--- config.mk ---
export PLATFORM = sky130hd
export DESIGN_NAME = heartbeat_evidence_health_monitor
export DESIGN_NICKNAME = d
export VERILOG_FILES = /design/src/sv/hehm_pkg.sv /design/src/sv/hehm_evidence.sv /design/src/sv/hehm_report.sv /design/src/sv/heartbeat_evidence_health_monitor.sv
export SDC_FILE = /design/constraint.sdc
export NUM_CORES = 1
export LEC_CHECK = 0
export BUFFER_PORTS_ARGS = -buffer_cell sky130_fd_sc_hd__buf_4
export CAP_MARGIN = 40
export CELL_PAD_IN_SITES_DETAIL_PLACEMENT = 2
export CELL_PAD_IN_SITES_GLOBAL_PLACEMENT = 2
export CORE_UTILIZATION = 41
export DETAILED_ROUTE_END_ITERATION = 12
export PLACE_DENSITY_LB_ADDON = 0.3
export SLEW_MARGIN = 20
export SYNTH_ARGS = -nofsm -noshare
export SYNTH_HDL_FRONTEND = slang
export SYNTH_SLANG_ARGS = --single-unit
export TNS_END_PERCENT = 30
--- constraint.sdc ---
create_clock -name clock -period 23 [get_ports clock]
set_input_delay 3.45 -clock clock [delete_from_list [all_inputs] [get_ports clock]]
set_output_delay 3.45 -clock clock [all_outputs]
set_load 0.01 [all_outputs]
--- src/sv/hehm_pkg.sv ---
// Shared types and constants for the heartbeat evidence health monitor.
// No dependencies; imported by every module of the block.
`timescale 1ns / 1ps

package hehm_pkg;

   localparam int AGE_BITS     = 16;
   localparam int TIMEOUT_BITS = 16;
   localparam int PERIOD_BITS  = 14;
   localparam int CMP_BITS     = (AGE_BITS > TIMEOUT_BITS) ? AGE_BITS : TIMEOUT_BITS;

   localparam logic [TIMEOUT_BITS-1:0] TIMEOUT_RESET = TIMEOUT_BITS'(300);
   localparam logic [PERIOD_BITS-1:0]  PERIOD_RESET  = PERIOD_BITS'(100);
   localparam logic [31:0]             BOOT_ID_RESET = 32'd1;

   // configuration register indexes
   localparam logic [1:0] CSR_TIMEOUT = 2'd0;
   localparam logic [1:0] CSR_PERIOD  = 2'd1;
   localparam logic [1:0] CSR_BOOT_ID = 2'd2;

   // command codes
   localparam logic CMD_STATUS = 1'b0;
   localparam logic CMD_TICK   = 1'b1;

   // source state and reason codes
   localparam logic [1:0] SRC_ST_READY  = 2'd0;
   localparam logic [1:0] SRC_ST_UNAVL  = 2'd1;
   localparam logic [1:0] SRC_ST_FAULT  = 2'd2;
   localparam logic [2:0] SRC_RS_READY  = 3'd0;
   localparam logic [2:0] SRC_RS_UNAVL  = 3'd1;
   localparam logic [2:0] SRC_RS_JOINTS = 3'd3;
   localparam logic [2:0] SRC_RS_FAULT  = 3'd4;

   // health report codes
   localparam logic [1:0] HS_HEALTHY  = 2'd0;
   localparam logic [1:0] HS_DEGRADED = 2'd1;
   localparam logic [1:0] HS_FAULT    = 2'd2;
   localparam logic [2:0] HR_HEALTHY    = 3'd0;
   localparam logic [2:0] HR_SRC_FAULT  = 3'd1;
   localparam logic [2:0] HR_STALE      = 3'd2;
   localparam logic [2:0] HR_BACKWARD   = 3'd3;
   localparam logic [2:0] HR_INVALID    = 3'd4;
   localparam logic [2:0] HR_NOT_READY  = 3'd5;

   typedef enum logic [1:0] {
      CAUSE_NONE,
      CAUSE_INVALID,
      CAUSE_BACKWARD
   } cause_type;

   typedef struct packed {
      logic               command;
      logic [31:0]        message_boot_id;
      logic [31:0]        message_sequence;
      logic signed [63:0] message_stamp;
      logic               msg_ok;
      logic [1:0]         base_state;
      logic [2:0]         base_reason;
   } req_type;

   typedef struct packed {
      logic [31:0] report_sequence;
      logic [31:0] report_boot_id;
      logic        all_ready;
      logic [1:0]  health_state;
      logic [2:0]  health_reason;
   } rsp_type;

   // evidence summary as seen by a tick, age already advanced
   typedef struct packed {
      logic fresh;
      logic good;
      logic source_ready;
      logic faulted;
      logic backward;
   } evid_type;

endpackage

--- src/sv/hehm_evidence.sv ---
// Evidence store: checks status beats, keeps accepted message and evidence age.
// Depends on hehm_pkg.
`timescale 1ns / 1ps

module hehm_evidence (
   input  logic                                  clock,
   input  logic                                  reset,
   input  logic                                  take,
   input  hehm_pkg::req_type                     item,
   input  logic [hehm_pkg::TIMEOUT_BITS-1:0]     timeout,
   output hehm_pkg::evid_type                    status
);
   import hehm_pkg::*;

   logic                have_message_ff, have_message_in;
   logic                have_accepted_ff, have_accepted_in;
   logic                good_ff, good_in;
   logic                source_ready_ff, source_ready_in;
   logic                faulted_ff, faulted_in;
   logic [31:0]         acc_boot_ff, acc_boot_in;
   logic [31:0]         acc_seq_ff, acc_seq_in;
   logic signed [63:0]  acc_stamp_ff, acc_stamp_in;
   cause_type           cause_ff, cause_in;
   logic [AGE_BITS-1:0] age_ff, age_in;

   logic [AGE_BITS-1:0] age_plus;
   logic st_ready, st_unavl, st_fault, semantic;
   logic boot_change, id_ok, seq_ok, pass, backward, accept;

   assign age_plus = (age_ff == '1) ? age_ff : age_ff + 1'b1;

   assign st_ready = (item.base_state == SRC_ST_READY) && (item.base_reason == SRC_RS_READY);
   assign st_unavl = (item.base_state == SRC_ST_UNAVL) && (item.base_reason >= SRC_RS_UNAVL)
                     && (item.base_reason <= SRC_RS_JOINTS);
   assign st_fault = (item.base_state == SRC_ST_FAULT) && (item.base_reason == SRC_RS_FAULT);
   assign semantic = st_ready || st_unavl || st_fault;

   assign boot_change = !have_accepted_ff || (item.message_boot_id != acc_boot_ff);
   assign id_ok    = (item.message_boot_id != '0) && (item.message_sequence != '0);
   assign seq_ok   = boot_change || (item.message_sequence > acc_seq_ff);
   assign pass     = id_ok && seq_ok && item.msg_ok && semantic;
   // time order only matters inside one boot, after all other checks
   assign backward = pass && !boot_change && (item.message_stamp < acc_stamp_ff);
   assign accept   = pass && !backward;

   always_comb begin
      have_message_in  = have_message_ff;
      have_accepted_in = have_accepted_ff;
      good_in          = good_ff;
      source_ready_in  = source_ready_ff;
      faulted_in       = faulted_ff;
      acc_boot_in      = acc_boot_ff;
      acc_seq_in       = acc_seq_ff;
      acc_stamp_in     = acc_stamp_ff;
      cause_in         = cause_ff;
      age_in           = age_ff;
      if (take && (item.command == CMD_TICK)) begin
         age_in = age_plus;
      end else if (take) begin
         have_message_in  = 1'b1;
         age_in           = '0;
         good_in          = accept;
         source_ready_in  = accept && st_ready;
         faulted_in       = accept && st_fault;
         if (accept) begin
            have_accepted_in = 1'b1;
            acc_boot_in      = item.message_boot_id;
            acc_seq_in       = item.message_sequence;
            acc_stamp_in     = item.message_stamp;
            cause_in         = CAUSE_NONE;
         end else if (backward) begin
            cause_in = CAUSE_BACKWARD;
         end else begin
            cause_in = CAUSE_INVALID;
         end
      end
   end

   always_ff @(posedge clock) begin
      if (reset) begin
         have_message_ff  <= 1'b0;
         have_accepted_ff <= 1'b0;
         good_ff          <= 1'b0;
         source_ready_ff  <= 1'b0;
         faulted_ff       <= 1'b0;
         acc_boot_ff      <= '0;
         acc_seq_ff       <= '0;
         acc_stamp_ff     <= '0;
         cause_ff         <= CAUSE_NONE;
         age_ff           <= '0;
      end else begin
         have_message_ff  <= have_message_in;
         have_accepted_ff <= have_accepted_in;
         good_ff          <= good_in;
         source_ready_ff  <= source_ready_in;
         faulted_ff       <= faulted_in;
         acc_boot_ff      <= acc_boot_in;
         acc_seq_ff       <= acc_seq_in;
         acc_stamp_ff     <= acc_stamp_in;
         cause_ff         <= cause_in;
         age_ff           <= age_in;
      end
   end

   // freshness against the age after this tick's increment
   always_comb begin
      status.fresh         = have_message_ff
                             && (CMP_BITS'(age_plus) <= CMP_BITS'(timeout));
      status.good          = good_ff;
      status.source_ready  = source_ready_ff;
      status.faulted       = faulted_ff;
      status.backward      = (cause_ff == CAUSE_BACKWARD);
   end

endmodule

--- src/sv/hehm_report.sv ---
// Report period counter, health classification and result register.
// Depends on hehm_pkg.
`timescale 1ns / 1ps

module hehm_report (
   input  logic                               clock,
   input  logic                               reset,
   input  logic                               in_valid,
   input  logic                               is_tick,
   input  logic [hehm_pkg::PERIOD_BITS-1:0]   period,
   input  logic [31:0]                        boot_id,
   input  hehm_pkg::evid_type                 status,
   input  logic                               rsp_stall,
   output logic                               take,
   output logic                               rsp_valid,
   output hehm_pkg::rsp_type                  rsp
);
   import hehm_pkg::*;

   logic [PERIOD_BITS-1:0] period_count_ff, period_count_in;
   logic [31:0]            report_count_ff, report_count_in;
   logic                   rsp_valid_ff, rsp_valid_in;
   rsp_type                rsp_ff, rsp_in;

   logic [PERIOD_BITS:0] next_count;
   logic                 emit, out_free, ready, hit;
   logic [1:0]           hs;
   logic [2:0]           hr;

   assign next_count = {1'b0, period_count_ff} + 1'b1;
   // a zero period behaves as one
   assign hit      = next_count >= {1'b0, period};
   assign emit     = in_valid && is_tick && hit;
   assign out_free = !rsp_valid_ff || !rsp_stall;
   assign take     = in_valid && (!emit || out_free);

   assign ready = status.fresh && status.good && status.source_ready;

   always_comb begin
      priority if (status.fresh && status.good && status.faulted) begin
         hs = HS_FAULT;
         hr = HR_SRC_FAULT;
      end else if (!status.fresh) begin
         hs = HS_DEGRADED;
         hr = HR_STALE;
      end else if (status.backward) begin
         hs = HS_DEGRADED;
         hr = HR_BACKWARD;
      end else if (!status.good) begin
         hs = HS_DEGRADED;
         hr = HR_INVALID;
      end else if (!ready) begin
         hs = HS_DEGRADED;
         hr = HR_NOT_READY;
      end else begin
         hs = HS_HEALTHY;
         hr = HR_HEALTHY;
      end
   end

   always_comb begin
      period_count_in = period_count_ff;
      report_count_in = report_count_ff;
      rsp_valid_in    = rsp_valid_ff && rsp_stall;
      rsp_in          = rsp_ff;
      if (take && is_tick) begin
         period_count_in = hit ? '0 : next_count[PERIOD_BITS-1:0];
      end
      if (take && emit) begin
         report_count_in        = report_count_ff + 1'b1;
         rsp_valid_in           = 1'b1;
         rsp_in.report_sequence = report_count_ff + 1'b1;
         rsp_in.report_boot_id  = boot_id;
         rsp_in.all_ready       = ready;
         rsp_in.health_state    = hs;
         rsp_in.health_reason   = hr;
      end
   end

   always_ff @(posedge clock) begin
      if (reset) begin
         period_count_ff <= '0;
         report_count_ff <= '0;
         rsp_valid_ff    <= 1'b0;
      end else begin
         period_count_ff <= period_count_in;
         report_count_ff <= report_count_in;
         rsp_valid_ff    <= rsp_valid_in;
      end
   end

   always_ff @(posedge clock) begin
      rsp_ff <= rsp_in;
   end

   assign rsp_valid = rsp_valid_ff;
   assign rsp       = rsp_ff;

endmodule

--- src/sv/heartbeat_evidence_health_monitor.sv ---
// A tick beat that closes a period is accepted into the input register; once the result
// register is free, its report is loaded there and rsp_valid rises with it.
// Throughput: one beat per cycle, sustained; a held report stalls the input only while
// the beat in line closes another period.
// Reset (synchronous, active high) clears all evidence and counters and loads the
// register defaults: timeout 300, period 100, boot id 1. No report is sent at reset.
`timescale 1ns / 1ps

module heartbeat_evidence_health_monitor (
   input  logic               clock,
   input  logic               reset,
   input  logic               req_valid,
   output logic               req_stall,
   input  hehm_pkg::req_type  req,
   output logic               rsp_valid,
   input  logic               rsp_stall,
   output hehm_pkg::rsp_type  rsp,
   input  logic               csr_valid,
   output logic               csr_ready,
   input  logic [1:0]         csr_index,
   input  logic [31:0]        csr_data
);
   import hehm_pkg::*;

   logic [TIMEOUT_BITS-1:0] timeout_ff;
   logic [PERIOD_BITS-1:0]  period_ff;
   logic [31:0]             boot_id_ff;

   logic    in_vld_ff, in_vld_in;
   req_type in_ff;
   logic    take;
   evid_type status;

   assign csr_ready = 1'b1;

   always_ff @(posedge clock) begin
      if (reset) begin
         timeout_ff <= TIMEOUT_RESET;
         period_ff  <= PERIOD_RESET;
         boot_id_ff <= BOOT_ID_RESET;
      end else if (csr_valid && csr_ready) begin
         unique case (csr_index)
            CSR_TIMEOUT: timeout_ff <= csr_data[TIMEOUT_BITS-1:0];
            CSR_PERIOD:  period_ff  <= csr_data[PERIOD_BITS-1:0];
            CSR_BOOT_ID: boot_id_ff <= csr_data;
            default: ;
         endcase
      end
   end

   // input register; drains whenever the stage below takes the beat
   assign req_stall = in_vld_ff && !take;
   assign in_vld_in = (req_valid && !req_stall) || (in_vld_ff && !take);

   always_ff @(posedge clock) begin
      if (reset) begin
         in_vld_ff <= 1'b0;
      end else begin
         in_vld_ff <= in_vld_in;
      end
   end

   always_ff @(posedge clock) begin
      if (req_valid && !req_stall) begin
         in_ff <= req;
      end
   end

   hehm_evidence u_evidence (
      .clock   (clock),
      .reset   (reset),
      .take    (take),
      .item    (in_ff),
      .timeout (timeout_ff),
      .status  (status)
   );

   hehm_report u_report (
      .clock     (clock),
      .reset     (reset),
      .in_valid  (in_vld_ff),
      .is_tick   (in_ff.command == CMD_TICK),
      .period    (period_ff),
      .boot_id   (boot_id_ff),
      .status    (status),
      .rsp_stall (rsp_stall),
      .take      (take),
      .rsp_valid (rsp_valid),
      .rsp       (rsp)
   );

endmodule

# Yosys cells after proc, flatten, opt, wreduce, memory -nomap -nowiden
# Cells that the tools add are included.
word_totals:
  mem_count: 0
  word_cells: 116
  latch_bits: 0
  ramBits: 0
  rom_bits: 0
  output_inout_bits: 73
  in_bits: 174
  register_bits: 466
classes:
  order_cmp: 6
  n_eq_ne: 8
  reduce_logical: 52
  n_mul: 0
  n_div: 0
  muxes: 15
  addsub: 3
  shifts: 0
  bitwise_logic: 2
op_table:
  columns: ["cell", "count"]
  rows:
  - ["$lt A64 B64 Y1", 1]
  - ["$reduce_bool A32 Y1", 2]
  - ["$mux W16", 3]
  - ["$add A32 B1 Y32 const B", 1]
  - ["$gt A32 B32 Y1", 1]
  - ["$ne A32 B32 Y1", 1]
  - ["$logic_and A1 B1 Y1", 25]
  - ["$add A16 B1 Y16 const B", 1]
  - ["$eq A16 B16 Y1 const B", 1]
  - ["$le A16 B16 Y1", 1]
  - ["$add A14 B1 Y15 const B", 1]
  - ["$ge A15 B14 Y1", 1]
  - ["$mux W14", 1]
  - ["$mux W2", 7]
  - ["$logic_not A1 Y1", 8]
  - ["$reduce_and A2 Y1", 4]
  - ["$logic_or A1 B1 Y1", 7]
  - ["$eq A2 B2 Y1 const B", 3]
  - ["$mux W3", 2]
  - ["$eq A2 B1 Y1 const B", 2]
  - ["$logic_not A2 Y1", 2]
  - ["$eq A3 B3 Y1 const B", 1]
  - ["$ge A3 B1 Y1 const B", 1]
  - ["$le A3 B2 Y1 const B", 1]
  - ["other kinds (6)", 8]

# Logic depth before layout (Yosys ltp)
logic_depth:
  depth_word: 11
  depth_mapped: 18
  depth_no_buf: 16

# By module
# A second synthesis with hierarchy kept.
unflattened:
  cells_unflattened: 2088
  hier_area_um2: 21848.5
modules_own_cells:
  columns: ["module", "area_per_inst_um2", "cells_each", "n_inst", "seq_area_each_um2"]
  rows:
  - ["hehm_evidence", 9806.9, 1230, 1, 3022.9]
  - ["heartbeat_evidence_health_monitor", 6702.7, 388, 1, 5315.1]
  - ["hehm_report", 5338.9, 470, 1, 3042.9]

# Worst setup path after synthesis
# OpenSTA, ideal clock, no wires.
synth_path:
  path_type: "input to register"
  startpoint: "input rsp_stall"
  endpoint: "register in_ff[0] (netlist bit), enable pin"
  stages: 3
  setup_slack_ps: 12736
  arrival_ps: 9618
  t_required_ps: 22354
  cell_sequence: "nand2_1 -> nor2_1 -> nor2b_1"
synth_between:
  elab_chain_cells: 8
synth_rtl:
  columns: ["item", "line", "rtl"]
  rows:
  - ["start, declared", "heartbeat_evidence_health_monitor.sv:16", "input logic rsp_stall,"]
  - ["$logic_not A1 Y1", "hehm_report.sv:34", "assign out_free = !rsp_valid_ff || !rsp_stall;"]
  - ["$logic_or A1 B1 Y1", "hehm_report.sv:34", null]
  - ["$logic_or A1 B1 Y1", "hehm_report.sv:35", "assign take = in_valid && (!emit || out_free);"]
  - ["$logic_and A1 B1 Y1", "hehm_report.sv:35", null]
  - ["$logic_not A1 Y1", "heartbeat_evidence_health_monitor.sv:52", "assign req_stall = in_vld_ff && !take;"]
  - ["$logic_and A1 B1 Y1", "heartbeat_evidence_health_monitor.sv:52", null]
  - ["net req_stall", "heartbeat_evidence_health_monitor.sv:13", "output logic req_stall,"]
  - ["$logic_not A1 Y1", "heartbeat_evidence_health_monitor.sv:64", "if (req_valid && !req_stall) begin"]
  - ["$logic_and A1 B1 Y1", "heartbeat_evidence_health_monitor.sv:64", null]
  - ["end signal, assigned", "heartbeat_evidence_health_monitor.sv:65", "in_ff <= req;"]
  - ["end, declared", "heartbeat_evidence_health_monitor.sv:30", "req_type in_ff;"]
# The timed path passes the listed nets, and every way through them passes these cells.
# A chain may end at the register's enable or synchronous reset.

# Worst setup path after layout
layout_path:
  startpoint: "register u_report.period_count_ff[0]"
  endpoint: "output req_stall"
layout_between:
  elab_chain_cells: 8
layout_rtl:
  columns: ["item", "line", "rtl"]
  rows:
  - ["start, declared", "hehm_report.sv:20", "logic [PERIOD_BITS-1:0] period_count_ff, period_count_in;"]
  - ["start signal, assigned", "hehm_report.sv:86", "period_count_ff <= period_count_in;"]
  - ["$add A14 B1 Y15", "hehm_report.sv:30", "assign next_count = {1'b0, period_count_ff} + 1'b1;"]
  - ["$ge A15 B14 Y1", "hehm_report.sv:32", "assign hit = next_count >= {1'b0, period};"]
  - ["$logic_and A1 B1 Y1", "hehm_report.sv:33", "assign emit = in_valid && is_tick && hit;"]
  - ["$logic_not A1 Y1", "hehm_report.sv:35", null]
  - ["$logic_or A1 B1 Y1", "hehm_report.sv:35", null]
  - ["$logic_and A1 B1 Y1", "hehm_report.sv:35", null]
  - ["$logic_not A1 Y1", "heartbeat_evidence_health_monitor.sv:52", null]
  - ["$logic_and A1 B1 Y1", "heartbeat_evidence_health_monitor.sv:52", null]
  - ["end, declared", "heartbeat_evidence_health_monitor.sv:13", null]
# Every way passes these cells.

==> results.tsv <==
metric	value	unit
Synth top area share	0.288	
pins over their slew limit	0	
Req. time, crit path	19.55	ns
CTS tree	done	
Routed Antenna Nets	0	
Setup WS post-layout	15.01	ns
RSZ-0062 raised after global routing	no	
CP Cell Sequence	ha_1, nand3_1, nor3_1, nand3_1, nor2_1, xor2_1, ha_1, a21o_1, a21o_1, a41o_1, o21bai_1, or2_2, nand3_1, nor2_1, buf_4	
Flop pwr share	0.492	
Die X	231	um
Post-Synth Adder-Cell Area	0.0748	
startpoint types	flop	
final setup vio count	0	
PortBufs	245	
mux cell area share after synthesis	0.00105	
CP arrival	4.54	ns
Leakage Power	9.75	nW
most frequent CP cell	nand3_1	
Synth cell types	68	
total number of vias	17575	
core area	51400	um2
crit path buf inv count	1	
status	completed	
vias in the first global route	19298	
clk slew on worst S/H paths	0.06	ns
Fin Clk Skew	0.0224	ns
Hold Crit Class	reg2reg	
ys flop type	dfxtp_1	
fraction of layout cells with a size suffix above 1	0.171	
TritonRoute pass-1 iters	5	
clock sink count	466	
Critical Path Max Stage Delay	0.55	ns
Crit-path slowest cell	nor3_1	
# Post-CTS Setup Buffers	0	
Syn Nets	2406	
Placed Instances	2925	
top cell family by delay on the critical path	simple AND/OR/NAND/NOR gates	
GRT Overall Usage	0.260	
CTS H-tree depth	2	
largest family of logic cells by synthesized area	simple AND/OR/NAND/NOR gates	
fin cells	3025	
P_sw	0.000423	W
Worst Tran Pin Value	0.825	ns
Hold Crit Depth	0	
total of warnings raised by yosys	0	
maximum vdd drop	0.0533	mV
dpl ws	15.40	ns
Detail Placement HPWL	47000	um
post-synth top area cell	edfxtp_1	
Clock power frac	0.452	
PostCTS Resize Cnt	0	
clock latency on the worst-skew pair	0.61	ns
fraction of registers with async set/reset	0	
Area contributors post-synth	edfxtp_1 (29%), dfxtp_1 (24%), ha_1 (7.5%)	
Die Area	53100	um2
Starting DRT DRC Count	794	
combinational share of power	0.056	
EDFF count, synth	205	
Congestion Overflow GR	0	
Initial Util	0.417	
Avg Synthesized Cell Area	10.2	um2
Final Hold Viols	0	
Chip Height	231	um
gp weighted congestion	0.806	
routed len/inst	23.0	um
P_int	0.00141	W
vias per cell	5.81	
Gate Count Post-Synth	2104	
TNS Setup	0	ns
Cell Area, Synth	21400	um2
# Max-Cap Violations	0	
Rel. slew slack	0.450	
CP Max Fanout	5	
final WL	69500	um
pin count of the biggest net entering global routing	77	
f_max	125	MHz
Max Buffers Root-to-Sink	3	
Root Driver	clkbuf_16	
Synth Area in Simple Gates	0.154	
cell depth of the worst setup path	15	
Yosys reg bits	466	
Reg2Reg Depth	18	
hold_buf cts	0	
register area share after synthesis	0.532	
TritonCTS Buffers	52	
I/O pin total	247	
Synth Area in XOR/XNOR	0.0438	
Antenna Cells	0	
# rows	83	
CP Class	reg2out	
Synth-to-Final Area Change	19.8	%
crit end category	output port	
compound-cell area share of the yosys netlist	0.143	
Tmin final	7.99	ns
fin crit share	0.348	
global-route wire length before repair	109000	um
DRC errors left	0	
PD cells	71.5	nW/um2
initial antenna violation count	0	
# nets final	2603	
Sw Ratio	0.231	
final cells by class:
type                    instances  area (um2)
repair buffers                277        2250
flip-flops and latches        466       11400
well taps                     680         851
clock buffers                  75        1480
multi-input cells            1368        8980
inverters                     136         512
fillers                      5255       25800
clock inverters                23         193
sequential cells by signal (all words and copies together) (netlist names), 2 cells and up:
name,cells
u_evidence.acc_stamp_ff,64
u_evidence.acc_seq_ff,32
u_evidence.acc_boot_ff,32
in_ff,135
u_report.period_count_ff,14
u_report.rsp,70
timeout_ff,16
u_report.report_count_ff,32
u_evidence.cause_ff,2
boot_id_ff,32
period_ff,14
u_evidence.age_ff,16
logic make-up after synthesis:
| kind of cell | count (synthesis) |
|---|---|
| AND/OR/NAND/NOR | 652 |
| adder cells (fa/ha/maj) | 128 |
| AO/OA/AOI/OAI | 478 |
| other | 1 |
| flip-flops | 466 |
| multiplexers | 2 |
| buffers and inverters | 270 |
| XOR/XNOR | 107 |
routing by layer:
layer	vias up	share of wire	GRT usage
li1	8112	-	-
met1	8940	0.43	0.324
met2	390	0.50	0.455
met3	133	0.040	0.0394
met4	0	0.030	0.0925
met5	-	0	0
synth_stat cells, drive strengths merged (13+ instances only):
master / n
a21o: 19
nor2: 77
a22o: 13
nor4: 69
nand2: 238
nand3: 37
o31ai: 95
o211ai: 15
xnor2: 31
dfxtp: 261
edfxtp: 205
o21ai: 36
a31o: 33
ha: 128
nor3: 17
clkbuf: 99
or3: 14
inv: 136
xor2: 76
buf: 35
nand4: 134
a21oi: 215
power groups by stage:
| stage | clock [W] | combinational (W) | sequential (W) |
|---|---|---|---|
| after global placement | 0 | 0.0000929 | 0.000917 |
| final | 0.000828 | 0.000103 | 0.000901 |
| after global routing | 0.000873 | 0.000113 | 0.000903 |
| after floorplan | 0 | 0.0000510 | 0.000913 |
| after detailed placement | 0 | 0.000101 | 0.000918 |
| after CTS | 0.000844 | 0.000103 | 0.000901 |
worst paths after layout:
path | startpoint | slack [ns] | to
max reg2reg | u_report.period_count_ff[0] | 17.13 | in_ff[31]
min reg2reg | boot_id_ff[6] | 0.43 | u_report.rsp[12]
max | u_report.period_count_ff[0] | 15.01 | req_stall
min | boot_id_ff[6] | 0.43 | u_report.rsp[12]
through the flow:
step                       util  total power, W  area [um2]  hold slack [ns]
after CTS                 0.498         0.00185       25600            0.434
after global routing      0.499         0.00189       25600            0.447
after detailed placement  0.465         0.00102       23900            0.418
after global placement    0.461         0.00101       23700            0.412
final                     0.499         0.00183       25600            0.433
after floorplan               -        0.000964       21400            0.408
placed cells by master (no fill, tap or decap), drive strengths merged, types with 77 or more instances in the layout:
cell type / n
dfxtp: 261
o31ai: 95
nand4: 134
ha: 128
nand2: 238
buf: 277
edfxtp: 205
nor2: 77
inv: 137
a21oi: 215
No activity file was read; power rests on OpenSTA's default activity.
